**config.mk**
```make
export PLATFORM = sky130hd
export DESIGN_NAME = rop_ctrl
export DESIGN_NICKNAME = d
export VERILOG_FILES = /design/src/hdl/rop_pkg.sv /design/src/hdl/rop_ctrl.sv
export SDC_FILE = /design/constraint.sdc
export NUM_CORES = 1
export LEC_CHECK = 0
export ABC_CLOCK_PERIOD_IN_PS = 2700
export BUFFER_PORTS_ARGS = -buffer_cell sky130_fd_sc_hd__buf_2
export CORE_ASPECT_RATIO = 0.75
export CORE_MARGIN = 5
export CORE_UTILIZATION = 51
export DETAILED_ROUTE_END_ITERATION = 8
export GPL_ROUTABILITY_DRIVEN = 0
export PLACE_DENSITY = 0.76
export SYNTH_ARGS = -nofsm -noshare
export SYNTH_HDL_FRONTEND = slang
export SYNTH_SLANG_ARGS = --single-unit
```
**constraint.sdc**
```tcl
create_clock -name clk -period 2.7 [get_ports clk]
set_input_delay 0.54 -clock clk [delete_from_list [all_inputs] [get_ports clk]]
set_output_delay 0.54 -clock clk [all_outputs]
set_load 0.1 [all_outputs]
```
**src/hdl/rop_pkg.sv**
```systemverilog
// ----------------------------------------------------------------------------
// rop_pkg
// Shared constants, types and helpers for the rectangle overlap push-out core.
// ----------------------------------------------------------------------------
package rop_pkg;

  // Table depth and pass limit
  localparam int MAX_RECTS = 64;
  localparam int PASSES    = 10;

  // Field widths
  localparam int COORD_W = 24;
  localparam int SIZE_W  = 16;
  localparam int OP_W    = 2;

  // Working position: 24-bit coordinate plus a 16-bit push, with headroom
  localparam int POS_W = COORD_W + 4;

  // Counter and index widths
  localparam int IDX_W   = (MAX_RECTS > 1) ? $clog2(MAX_RECTS) : 1;
  localparam int COUNT_W = $clog2(MAX_RECTS + 1);
  localparam int PASS_W  = (PASSES > 1) ? $clog2(PASSES) : 1;

  // Stream word widths
  localparam int IN_W  = 2 * COORD_W + 2 * SIZE_W;
  localparam int OUT_W = 2 * COORD_W;

  // Operation codes carried on tuser
  localparam logic [OP_W-1:0] OP_CLEAR   = 2'd0;
  localparam logic [OP_W-1:0] OP_LOAD    = 2'd1;
  localparam logic [OP_W-1:0] OP_RESOLVE = 2'd2;

  typedef logic signed [COORD_W-1:0] coord_t;
  typedef logic        [SIZE_W-1:0]  dim_t;
  typedef logic signed [POS_W-1:0]   pos_t;
  typedef logic        [POS_W-1:0]   mag_t;

  // Saturation limits expressed at working width
  localparam pos_t POS_HI = pos_t'((2 ** (COORD_W - 1)) - 1);
  localparam pos_t POS_LO = pos_t'(-(2 ** (COORD_W - 1)));

  // One stored rectangle
  typedef struct packed {
    coord_t ox;
    coord_t oy;
    dim_t   ew;
    dim_t   eh;
  } rect_t;

  // Controller to datapath commands
  typedef struct packed {
    logic             load_wr;
    logic [IDX_W-1:0] wr_idx;
    logic [IDX_W-1:0] rd_idx;
    logic             capture;
    logic             calc_en;
    logic             move_en;
    logic             out_load;
  } cmd_t;

  // Datapath to controller status
  typedef struct packed {
    logic hit;
    logic out_busy;
  } sts_t;

  // Clamp the working position to the coordinate range
  function automatic coord_t sat_coord(input pos_t v);
    coord_t r;
    if (v > POS_HI) begin
      r = POS_HI[COORD_W-1:0];
    end else if (v < POS_LO) begin
      r = POS_LO[COORD_W-1:0];
    end else begin
      r = v[COORD_W-1:0];
    end
    return r;
  endfunction

endpackage

```
**src/hdl/rop_ctrl.sv**
```systemverilog
// ----------------------------------------------------------------------------
// rop_ctrl
// Sequencer: table count, entry walk, pass count and result hand-off.
// ----------------------------------------------------------------------------
module rop_ctrl (
  input  logic                     clk,
  input  logic                     rst,
  input  logic                     s_tvalid,
  output logic                     s_tready,
  input  logic [rop_pkg::OP_W-1:0] op,
  output rop_pkg::cmd_t            cmd,
  input  rop_pkg::sts_t            sts
);
  import rop_pkg::*;

  localparam logic [1:0] ST_IDLE = 2'd0;
  localparam logic [1:0] ST_CALC = 2'd1;
  localparam logic [1:0] ST_MOVE = 2'd2;
  localparam logic [1:0] ST_OUT  = 2'd3;

  logic [1:0]         state, state_next;
  logic [COUNT_W-1:0] count, count_next;
  logic [IDX_W-1:0]   k, k_next;
  logic [PASS_W-1:0]  pass, pass_next;
  logic               any, any_next;

  logic accept;
  logic last_entry;
  logic last_pass;
  logic any_now;

  assign s_tready   = (state == ST_IDLE);
  assign accept     = s_tvalid && s_tready;
  assign last_entry = ((COUNT_W'(k) + COUNT_W'(1)) == count);
  assign last_pass  = (pass == PASS_W'(PASSES - 1));
  assign any_now    = any || sts.hit;

  // Next-state and command decode
  always_comb begin
    state_next  = state;
    count_next  = count;
    k_next      = k;
    pass_next   = pass;
    any_next    = any;
    cmd         = '0;
    cmd.wr_idx  = count[IDX_W-1:0];
    cmd.rd_idx  = k;

    unique case (state)
      ST_IDLE: begin
        cmd.rd_idx = '0;
        if (accept) begin
          unique case (op)
            OP_CLEAR: begin
              count_next = '0;
            end
            OP_LOAD: begin
              if (count < COUNT_W'(MAX_RECTS)) begin
                cmd.load_wr = 1'b1;
                count_next  = count + COUNT_W'(1);
              end
            end
            OP_RESOLVE: begin
              cmd.capture = 1'b1;
              k_next      = '0;
              pass_next   = '0;
              any_next    = 1'b0;
              state_next  = (count == '0) ? ST_OUT : ST_CALC;
            end
            default: begin
            end
          endcase
        end
      end
      ST_CALC: begin
        cmd.calc_en = 1'b1;
        state_next  = ST_MOVE;
      end
      ST_MOVE: begin
        cmd.move_en = 1'b1;
        any_next    = any_now;
        if (last_entry) begin
          if (!any_now || last_pass) begin
            state_next = ST_OUT;
          end else begin
            // Start the next pass from the first entry
            pass_next  = pass + PASS_W'(1);
            k_next     = '0;
            any_next   = 1'b0;
            cmd.rd_idx = '0;
            state_next = ST_CALC;
          end
        end else begin
          k_next     = k + IDX_W'(1);
          cmd.rd_idx = k + IDX_W'(1);
          state_next = ST_CALC;
        end
      end
      ST_OUT: begin
        if (!sts.out_busy) begin
          cmd.out_load = 1'b1;
          state_next   = ST_IDLE;
        end
      end
      default: begin
        state_next = ST_IDLE;
      end
    endcase
  end

  // Control registers
  always_ff @(posedge clk) begin
    if (rst) begin
      state <= ST_IDLE;
      count <= '0;
      k     <= '0;
      pass  <= '0;
      any   <= 1'b0;
    end else begin
      state <= state_next;
      count <= count_next;
      k     <= k_next;
      pass  <= pass_next;
      any   <= any_next;
    end
  end

endmodule

```
# After elaboration in Yosys (flattened, before gate mapping)
# Index checks and enable logic that the tools add are counted.
# op_classes
n_addsub,4
order_cmp,1
eq_ne,13
muxes,36
reduce_logical,13
# ops
cell,count
2-to-1 mux 6 bit,4
case mux 6 bit (2 select lines),2
2-to-1 mux 4 bit,4
2-to-1 mux 1 bit,15
case mux 7 bit (2 select lines),1
2-to-1 mux 2 bit,6
!= test 2 bit (second input constant),4
case mux 2 bit (4 select lines),1
case mux 4 bit (2 select lines),1
adder 6 x 1 -> 7 bit (second input constant),1
adder 7 x 1 -> 7 bit (second input constant),1
equality test 7 bit,1
zero test 7 bit,1
< comparator 7 bit (second input constant),1
2-to-1 mux 7 bit,1
adder 6 x 1 -> 6 bit (second input constant),1
equality test 2 bit (second input constant),3
AND reduction 3 bit,2
AND reduction 5 bit,1
adder 4 x 1 -> 4 bit (second input constant),1
equality test 2 x 1 -> 1 bit (second input constant),2
equality test 4 bit (second input constant),1
zero test 2 bit,2
!= test 2 x 1 -> 1 bit (second input constant),2
other kinds (6),8
# word_totals
register_bits,20
inputBits,7
wordCells,72

# Depth between registers and ports, before layout
# Gate-level depths: netlist (run 1).
# logic_depth
word_depth,6
mapped_depth,9
depth_no_buf,8

# Worst setup path after synthesis (run 1)
# OpenSTA, ideal clock, no wires.
# synth_timing
path_type,reg-to-output
startpoint,register state[1]
endpoint,output cmd[16] in the netlist's numbering
arrival_ns,4.654
slack_ns,-2.494
stages_incl_launch_ff,5
n_path_buf,1
path_cell_list,dfxtp_1 clkbuf_1 nor2_1 nand3b_1 nor3b_1
# synth_rtl
element,line,rtl
from (decl),rop_ctrl.sv:21,"logic [1:0] state, state_next;"
from (signal assigned),rop_ctrl.sv:120,state <= state_next;
to (decl),rop_ctrl.sv:11,"output rop_pkg::cmd_t cmd,"

==> results of run 1 <==
==> sequential cells by signal, summed over array words and instances, names as in the netlist <==
signal and flops:
any 1, count 7, k 6, state 2, pass 4
==> power groups by stage <==
stage | Sequential, W | Combinational, W | Clock [W]
6_report | 0.000320 | 0.000337 | 0.000310
4_1_cts | 0.000320 | 0.000330 | 0.000305
2_1_floorplan | 0.000318 | 0.000234 | 0
3_3_place_gp | 0.000325 | 0.000301 | 0
5_1_grt | 0.000322 | 0.000354 | 0.000321
3_5_place_dp | 0.000326 | 0.000313 | 0
==> logic make-up after synthesis <==
family	Yosys count
AOI/OAI and AO/OA	56
muxes	7
DFF	20
buffers and inverters	29
and+or+nand+nor	77
xor gates and xnor gates	8
adders and majority gates	5
==> worst reg2reg max path, stage by stage (launching register included) <==
cell and delay (ps):
dfxtp_4 370, ha_4 140, and3_4 180, nand4_1 140, a2111oi_4 410, buf_4 190, nand3_4 110, buf_12 170
buf_4 140, o32ai_2 270, a22o_1 190
==> synth_stat cells (all sizes together), types with 2 or more instances <==
cell type and n:
a21boi 4, and4 2, nor2 22, xor2 3, a311o 2, nand4 3, nand2 19, or2 2
nor3 2, or3 3, inv 9, ha 5, o32ai 2, a22oi 2, a32oi 4, dfxtp 20
nor2b 2, a32o 2, a31oi 4, nand2b 5, nor4 3, o21a 2, nand3 6, nand3b 3
xnor2 5, mux2i 3, o21ai 15, clkbuf 5, buf 15, mux2 4, a21oi 9
==> final cells by class <==
cell class	instances	share of cell area, %
multi-input combinational	153	53.2
timing repair buffer	55	21.0
sequential	20	18.7
tap	38	2.19
clock buffer	3	1.91
inverter	9	1.56
clock inverter	1	1.39
==> per-layer routing <==
metal  vias up  global-route usage, %
met3        22                   4.61
li1        800                      -
met1       839                   33.7
met5         -                      0
met4         0                   11.2
met2        85                   44.3
==> through the flow <==
step                      std cells  setup TNS, ps  util (%)  cell area [sq um]  hold WS (ps)
after floorplan                 202          -2010         -               1690           457
after global placement          274           -335      68.4               2040           472
after detailed placement        274           -647      68.4               2040           497
after CTS                       279          -1750      72.8               2170           508
after global routing            279          -2550      72.8               2170           554
final                           279          -1920      72.8               2170           518
==> path summary, 6_finish.rpt <==
check,start,endpoint,depth (start not counted)
worst max-delay path,k[1]$_SDFFE_PP0P_,cmd[9],8
worst min-delay path,pass[2]$_SDFFE_PP0P_,pass[2]$_SDFFE_PP0P_,2
worst max register to register,k[1]$_SDFFE_PP0P_,k[0]$_SDFFE_PP0P_,10
worst min register to register,pass[2]$_SDFFE_PP0P_,pass[2]$_SDFFE_PP0P_,2
==> timing repair <==
action	CTS	global route
pin swaps	4	3
setup endpoints to repair	6	6
endpoints found under the hold margin	0	0
setup buffers	1	0
gates cloned	0	0
gates resized for setup	11	0
==> reports/metrics.yaml, run 1 <==
cells_and_area:
  regArea_sq_um: 405
  multiInputGateArea_sq_mm: 0.00115
  final_common_cell: "buf_4"
  area_delta_synth_final_pct: 35.4
  n_fill_cell: 213
  drive_above_1_share_pct: 35.3
  n_antenna_cell: 0
  layout_common_cells: "buf_4 (30), nor2_1 (21), nand2_1 (19)"
  fin_nets: 254
power_and_ir_drop:
  cellLeakagePower_nw: 0.892
  power_density_mw_per_mm2: 446
  p_seq_share_pct: 33.1
  p_clk_share_pct: 32.0
  share_comb_of_total_power_pct: 34.8
  finalPower_w: 0.000967
  intPower_w: 0.000622
  switching_share_pct: 35.7
  power_switching_w: 0.000345
  ir_drop_mv: 0.400
worst_setup_path:
  path_class: "reg2out"
  cp-end-kind: "output pin"
  cp.buffers_inverters: 1
  start_kind: "flip-flop"
  cpMaxStageDelayCell: "a2111oi_4"
  crit_required_ps: 2160
  crit_arrival_ps: 2550
  reg2reg_slack_ps: 340
  crit_family: "compound AO/OA/AOI/OAI gates"
  crit_chain: "ha_4, and3_4, nand4_1, a2111oi_4, and2_4, mux2_4, a311o_2, buf_12"
  cp_max_fo: 4
  critical-path-max-stage-delay_ps: 400
logic_synthesis:
  syn_area_sq_mm: 0.00160
  syn-num-nets: 214
  ys_types: 53
  synth_edf_count: 0
  synth_top_family_by_area: "compound AO/OA/AOI/OAI gates"
  synthFlopType: "dfxtp_1"
  ys_top_cells_by_area: "dfxtp_1 (25%), nor2_1 (5.2%), nand2_1 (4.5%)"
  ys_async_sr_fraction_pct: 0
  syn_avg_cell_area_sq_um: 7.92
  ys.warnings.count: 0
  muxShareOfSynthArea_pct: 4.69
  ys_seq_area_share_pct: 25.0
  synth-simple-area-share_pct: 25.6
  synth_compound_area_share_pct: 26.1
  synthAdderAreaFrac_pct: 3.91
  synthCells: 202
  synth_top_area_share_pct: 25.0
  synth_xor_area_share_pct: 4.38
  yosys_register_bits: 20
  yosysTopAreaCell: "dfxtp_1"
clocking:
  clkTransAtPathRegs_ps: 80
  ctsLongestPathBuffers: 2
  holdBufCountCts: 0
  clkSinkCount: 20
  cts-root-buf: "clkbuf_8"
  cts-buffers-inserted: 3
  insertion_delay_ps: 270
  cts_tree: "yes"
  h-tree-depth: 1
route:
  wl_met1_um: 2150
  drt_pass1_iterations: 4
  wl_per_cell_um: 19.1
  wl_met3_um: 322
  drt-total-wl_um: 5320
  met2WireLength_um: 2630
  drcViolationCount: 0
  via_per_inst: 6.26
  vias: 1746
  drt_iter0_markers: 154
  routed.top_layer: "met4"
  final_antenna_net_count: 0
timing:
  relSlewSlack_pct: 62.5
  period_share_pct: 114
  setup_viol_count_final: 6
  hold_viol: 0
  fin_crit_ps: 3090
  maxSlewViolCount: 0
  tightest_slew_ps: 557
  setup_ws_ps: -388
  fmax_ghz: 0.324
  rsz0062_at_grt: "yes"
  skew_ps: 7.56
status:
  outcome: "finished with violations"
  violations: "setup timing"
grt:
  grt_pass1_wl_um: 8910
  grt_use_total_pct: 26.6
  antenna_found_initial: 0
  grt_overflow: 0
  grt_pass1_vias: 1789
  grt_max_degree: 17
floorplanning:
  coreArea_sq_mm: 0.00298
  start_util_pct: 53.7
  pin_count: 25
  die_w_um: 74.7
  die_h_um: 58.5
  num_rows: 17
  dieArea_sq_mm: 0.00437
flow_run:
  max_cap_violations: 0
worst_hold_path:
  hp-class: "reg2reg"
placement:
  numPortBuffers: 24
  hpwlAfterDp_um: 3770
  place_ws_ps: -195
Power figures use the tool's default switching activity.
==> run 2, diff against run 1 <==
- ABC_CLOCK_PERIOD_IN_PS: 2700 -> 3800
- CORE_UTILIZATION: 51 -> 61
- GPL_TIMING_DRIVEN: default -> 0
- PLACE_DENSITY: 0.76 -> 0.85
- clock period: 2.7 -> 3.8 ns (I/O delays scaled with it)
==> run 2 against run 1 <==
Largest power group is now registers. Register-to-register slack better by 1000 ps. Sequential power down 30%. Critical endpoint unchanged. Non-clock buffer count down 9. The run now ends clean.
==> reports/metrics.yaml, run 2 (same netlist as run 1, synthesis figures left out) <==
placement:
  placedInstanceArea_sq_mm: 0.00179
  hpwlAfterDp_um: 2830
  numPortBuffers: 24
cells_and_area:
  final_common_cell: "buf_2"
  area_delta_synth_final_pct: 17.4
  fin_nets: 245
  final_area_sq_mm: 0.00188
  top_register: "count"
  n_antenna_cell: 0
  largest_register_ffs: 7
  layout_common_cells: "buf_2 (25), nor2_1 (21), nand2_1 (19)"
  final_util_pct: 73.3
  reg.largest.list: "count x7, k x6, pass x4"
  drive_above_1_share_pct: 28.0
floorplanning:
  die_w_um: 69.1
  coreArea_sq_mm: 0.00256
  start_util_pct: 62.5
  pin_count: 25
  die_h_um: 54.4
  dieArea_sq_mm: 0.00376
  num_rows: 16
worst_setup_path:
  start_kind: "flip-flop"
  cp.buffers_inverters: 3
  crit_chain: "ha_4, and3_4, buf_6, a31o_1, a2111oi_4, and2_1, buf_4, mux2_1, a311o_1, buf_6"
  path_class: "reg2out"
  crit_family: "compound AO/OA/AOI/OAI gates"
  cp_max_fo: 6
  cpMaxStageDelayCell: "dfxtp_4"
  reg2reg_slack_ps: 1340
  cp-end-kind: "output pin"
  crit_top_cell: "buf_6"
  crit_required_ps: 3040
  crit_arrival_ps: 2970
  critical-path-max-stage-delay_ps: 380
timing:
  hold_viol: 0
  period_share_pct: 98.0
  setup_viol_count_final: 0
  skew_ps: 4.00
  relSlewSlack_pct: 65.0
  maxSlewViolCount: 0
  tightest_slew_ps: 524
  fin_tns_setup_ps: 0
  fin_crit_ps: 3730
  whs_ps: 496
  fmax_ghz: 0.268
worst_hold_path:
  hp-class: "reg2reg"
grt:
  grt_pass1_vias: 1378
  grt_use_total_pct: 20.8
  antenna_found_initial: 0
  grt_overflow: 0
  grt_pass1_wl_um: 6310
  grt_max_degree: 12
clocking:
  h-tree-depth: 1
  clkTransAtPathRegs_ps: 120
  clkSinkCount: 20
  cts-buffers-inserted: 3
  insertion_delay_ps: 300
  cts_tree: "yes"
  holdBufCountCts: 0
  ctsLongestPathBuffers: 2
  cts-root-buf: "clkbuf_4"
route:
  drt_iter0_markers: 106
  drcViolationCount: 0
  vias: 1566
  final_antenna_net_count: 0
  drt_pass1_iterations: 4
  drt-total-wl_um: 3760
  wl_per_cell_um: 14.0
  via_per_inst: 5.84
flow_run:
  max_cap_violations: 0
power_and_ir_drop:
  power_density_mw_per_mm2: 293
  cellLeakagePower_nw: 0.780
  ir_drop_mv: 0.314
status:
  outcome: "complete, no violations"
run 2: cell types whose count changed in the layout (fill, tap and decap cells not counted), sizes merged:
cell	change
buf	-14
bufinv	-1
clkbuf	+6
run 2: path summary, 6_finish.rpt:
check | start | endpoint | depth (start not counted)
worst min-delay path | pass[3]$_SDFFE_PP0P_ | pass[3]$_SDFFE_PP0P_ | 2
worst min register to register | pass[3]$_SDFFE_PP0P_ | pass[3]$_SDFFE_PP0P_ | 2
worst max-delay path | k[1]$_SDFFE_PP0P_ | cmd[9] | 10
worst max register to register | k[1]$_SDFFE_PP0P_ | k[3]$_SDFFE_PP0P_ | 10
run 2: area by class of cell:
type / count / area (sq um)
Buffer: 20 / 130
Clock buffer: 4 / 36.3
Fill cell: 219 / 684
Inverter: 9 / 33.8
Multi-Input combinational cell: 153 / 1080
Sequential cell: 20 / 405
Tap cell: 36 / 45.0
Timing Repair Buffer: 26 / 149
run 2: per-stage QoR:
stage,instances,setup slack [ps],total power [W]
6_report,268,74.6,0.000551
5_1_grt,268,-13.0,0.000584
4_1_cts,268,26.5,0.000551
3_5_place_dp,262,81.1,0.000419
3_3_place_gp,262,94.2,0.000416
2_1_floorplan,202,-6.06,0.000383
run 2: repair_timing:
| action | 4_1_cts | 5_1_grt |
|---|---|---|
| pin swaps | 1 | 1 |
| setup endpoints to repair | 6 | 5 |
| buffers inserted | 2 | 0 |
| gates resized for setup | 6 | 5 |
run 2: worst reg2reg max path: cells and delay by family (launching register included):
kind / cells / cell delay [ps]
AOI/OAI and AO/OA: 3 / 720
adders and majority gates: 1 / 180
buffers and inverters: 3 / 510
DFF: 1 / 380
muxes: 1 / 250
and+or+nand+nor: 2 / 310
run 2: power breakdown:
| group | total [W] | internal (W) | switching, W | leakage, nW |
|---|---|---|---|---|
| Sequential | 0.000223 | 0.000216 | 0.00000645 | 0.163 |
| Combinational | 0.000202 | 0.0000601 | 0.000142 | 0.597 |
| Clock | 0.000126 | 0.0000585 | 0.0000678 | 0.0210 |
| Total | 0.000551 | 0.000335 | 0.000216 | 0.780 |
run 2: routing by layer:
layer / global-route usage, % / share of wire (%) / routed length, um / vias up
met5: 0 / 0 / 0 / -
met4: 3.57 / 0.37 / 14 / 0
met3: 4.77 / 8.0 / 299 / 4
met2: 35.8 / 46 / 1730 / 62
met1: 27.3 / 46 / 1720 / 715
li1: - / - / - / 785
==> run 3, diff against run 2 <==
- CORE_MARGIN: 5 -> default
==> run 3 against run 2 <==
Utilization is 5.8 points higher. Flip-flop and latch count stayed put. Clock skew is 0.78 ps higher. Register-to-register slack worse by 50 ps. Combinational power hardly changed. Hold slack better by 32 ps. Non-clock buffer count stayed put. Clock power is 6% higher. Critical endpoint unchanged. Highest routed layer unchanged.
==> reports/metrics.yaml, run 3 (same netlist as run 1, synthesis figures left out) <==
status:
  outcome: "complete, no violations"
worst_setup_path:
  crit_family: "compound AO/OA/AOI/OAI gates"
  cp.buffers_inverters: 3
  critical-path-max-stage-delay_ps: 370
  start_kind: "flip-flop"
  crit_required_ps: 3040
  worstReg2RegStart: "k[1]$_SDFFE_PP0P_"
  path_class: "reg2out"
  crit_arrival_ps: 2950
  ff2ff_path_depth: 10
  cp_max_fo: 6
  reg2reg_slack_ps: 1290
  cp-end-kind: "output pin"
  cpMaxStageDelayCell: "dfxtp_2"
  cp.depth: 10
  crit_chain: "ha_2, and3_4, buf_6, a31o_1, a2111oi_4, and2_1, buf_4, mux2_1, a311o_1, buf_12"
  r2r_end: "pass[3]$_SDFFE_PP0P_"
timing:
  fin_crit_ps: 3710
  setup_ws_ps: 87.7
  hold_viol: 0
  maxSlewViolCount: 0
  tightest_slew_ps: 549
  rsz0062_at_grt: "no"
  setup_viol_count_final: 0
  fin_tns_setup_ps: 0
  relSlewSlack_pct: 63.0
  fmax_ghz: 0.269
  skew_ps: 4.78
  period_share_pct: 97.7
  whs_ps: 528
worst_hold_path:
  hp-start: "pass[3]$_SDFFE_PP0P_"
  min_to: "pass[3]$_SDFFE_PP0P_"
  hold_depth: 2
  hp-class: "reg2reg"
route:
  drt_iter0_markers: 109
  drt_pass1_iterations: 5
  final_antenna_net_count: 0
  drcViolationCount: 0
  via_per_inst: 6.14
  wl_per_cell_um: 15.6
  vias: 1634
  drt-total-wl_um: 4150
grt:
  grt_use_total_pct: 31.4
  antenna_found_initial: 0
  grt_overflow: 0
  grt_max_degree: 12
  grt_pass1_wl_um: 6430
  grt_pass1_vias: 1416
cells_and_area:
  final_util_pct: 79.1
  fin_nets: 245
  final_common_cell: "buf_2"
  layout_common_cells: "buf_2 (25), nor2_1 (21), nand2_1 (19), dfxtp_1 (19), buf_4 (11)"
  largest_register_ffs: 7
  n_antenna_cell: 0
  n_fill_cell: 192
  drive_above_1_share_pct: 27.6
  reg.largest.list: "count x7, k x6, pass x4"
  top_register: "count"
  area_delta_synth_final_pct: 17.8
clocking:
  h-tree-depth: 1
  clkSinkCount: 20
  clkTransAtPathRegs_ps: 120
  cts-root-buf: "clkbuf_4"
  cts_tree: "yes"
  cts-buffers-inserted: 3
  holdBufCountCts: 0
  ctsLongestPathBuffers: 2
  insertion_delay_ps: 320
floorplanning:
  die_w_um: 61.1
  die_h_um: 46.4
  pin_count: 25
  start_util_pct: 67.1
  num_rows: 15
  dieArea_sq_mm: 0.00283
  coreArea_sq_mm: 0.00238
placement:
  numPortBuffers: 24
  place_ws_ps: 39.1
  hpwlAfterDp_um: 2910
power_and_ir_drop:
  cellLeakagePower_nw: 0.785
  ir_drop_mv: 0.302
  power_density_mw_per_mm2: 296
  finalPower_w: 0.000558
flow_run:
  max_cap_violations: 0
## run 3: metrics by stage
step / std cells / cell area (sq um)
floorplan: 202 / 1620
global placement: 260 / 1790
detailed placement: 260 / 1790
CTS: 266 / 1860
global route: 266 / 1890
finish: 266 / 1890
## run 3: cell type report
type	instances	area, sq um	share of cell area [%]
well taps	34	42.5	2.26
multi-input cells	153	1080	57.3
flip-flops and latches	20	402	21.3
repair buffers	26	161	8.56
inverters	9	33.8	1.79
plain buffers	20	130	6.90
clock buffers	4	36.3	1.92
## run 3: worst max-delay path by stage
stage                     endpoint                  start  slack (ps)
after global routing        cmd[9]      k[1]$_SDFFE_PP0P_          20
after floorplan            cmd[16]  state[1]$_SDFFE_PP0P_          -6
after detailed placement    cmd[9]      k[1]$_SDFFE_PP0P_          40
after global placement      cmd[9]      k[1]$_SDFFE_PP0P_         100
final                       cmd[9]      k[1]$_SDFFE_PP0P_          90
after CTS                   cmd[9]      k[1]$_SDFFE_PP0P_          10
## run 3: per-layer routing
layer / track usage, % / up-vias / part of all wire (%)
li1: - / 783 / -
met1: 40.9 / 757 / 44
met2: 50.7 / 84 / 46
met3: 7.02 / 10 / 7.8
met4: 12.3 / 0 / 1.5
met5: 0 / - / 0
## run 3: where the power goes
group | internal, W | switching [W] | total (W)
Sequential | 0.000217 | 0.00000606 | 0.000223
Combinational | 0.0000590 | 0.000143 | 0.000202
Clock | 0.0000587 | 0.0000749 | 0.000134
## run 3: timing repair
action / in CTS / in global routing
gates resized for setup: 7 / 5
buffers inserted: 2 / 0
pin swaps: 1 / 1
setup endpoints to repair: 6 / 2
## run 3: worst register-to-register path: stages (launching register included)
cell       delay, ps
dfxtp_2          370
ha_2             210
and3_4           190
buf_6            120
a31o_1           240
a2111oi_4        370
buf_4            180
buf_4            120
nand4_4          110
or3_1            380
a21boi_1         180
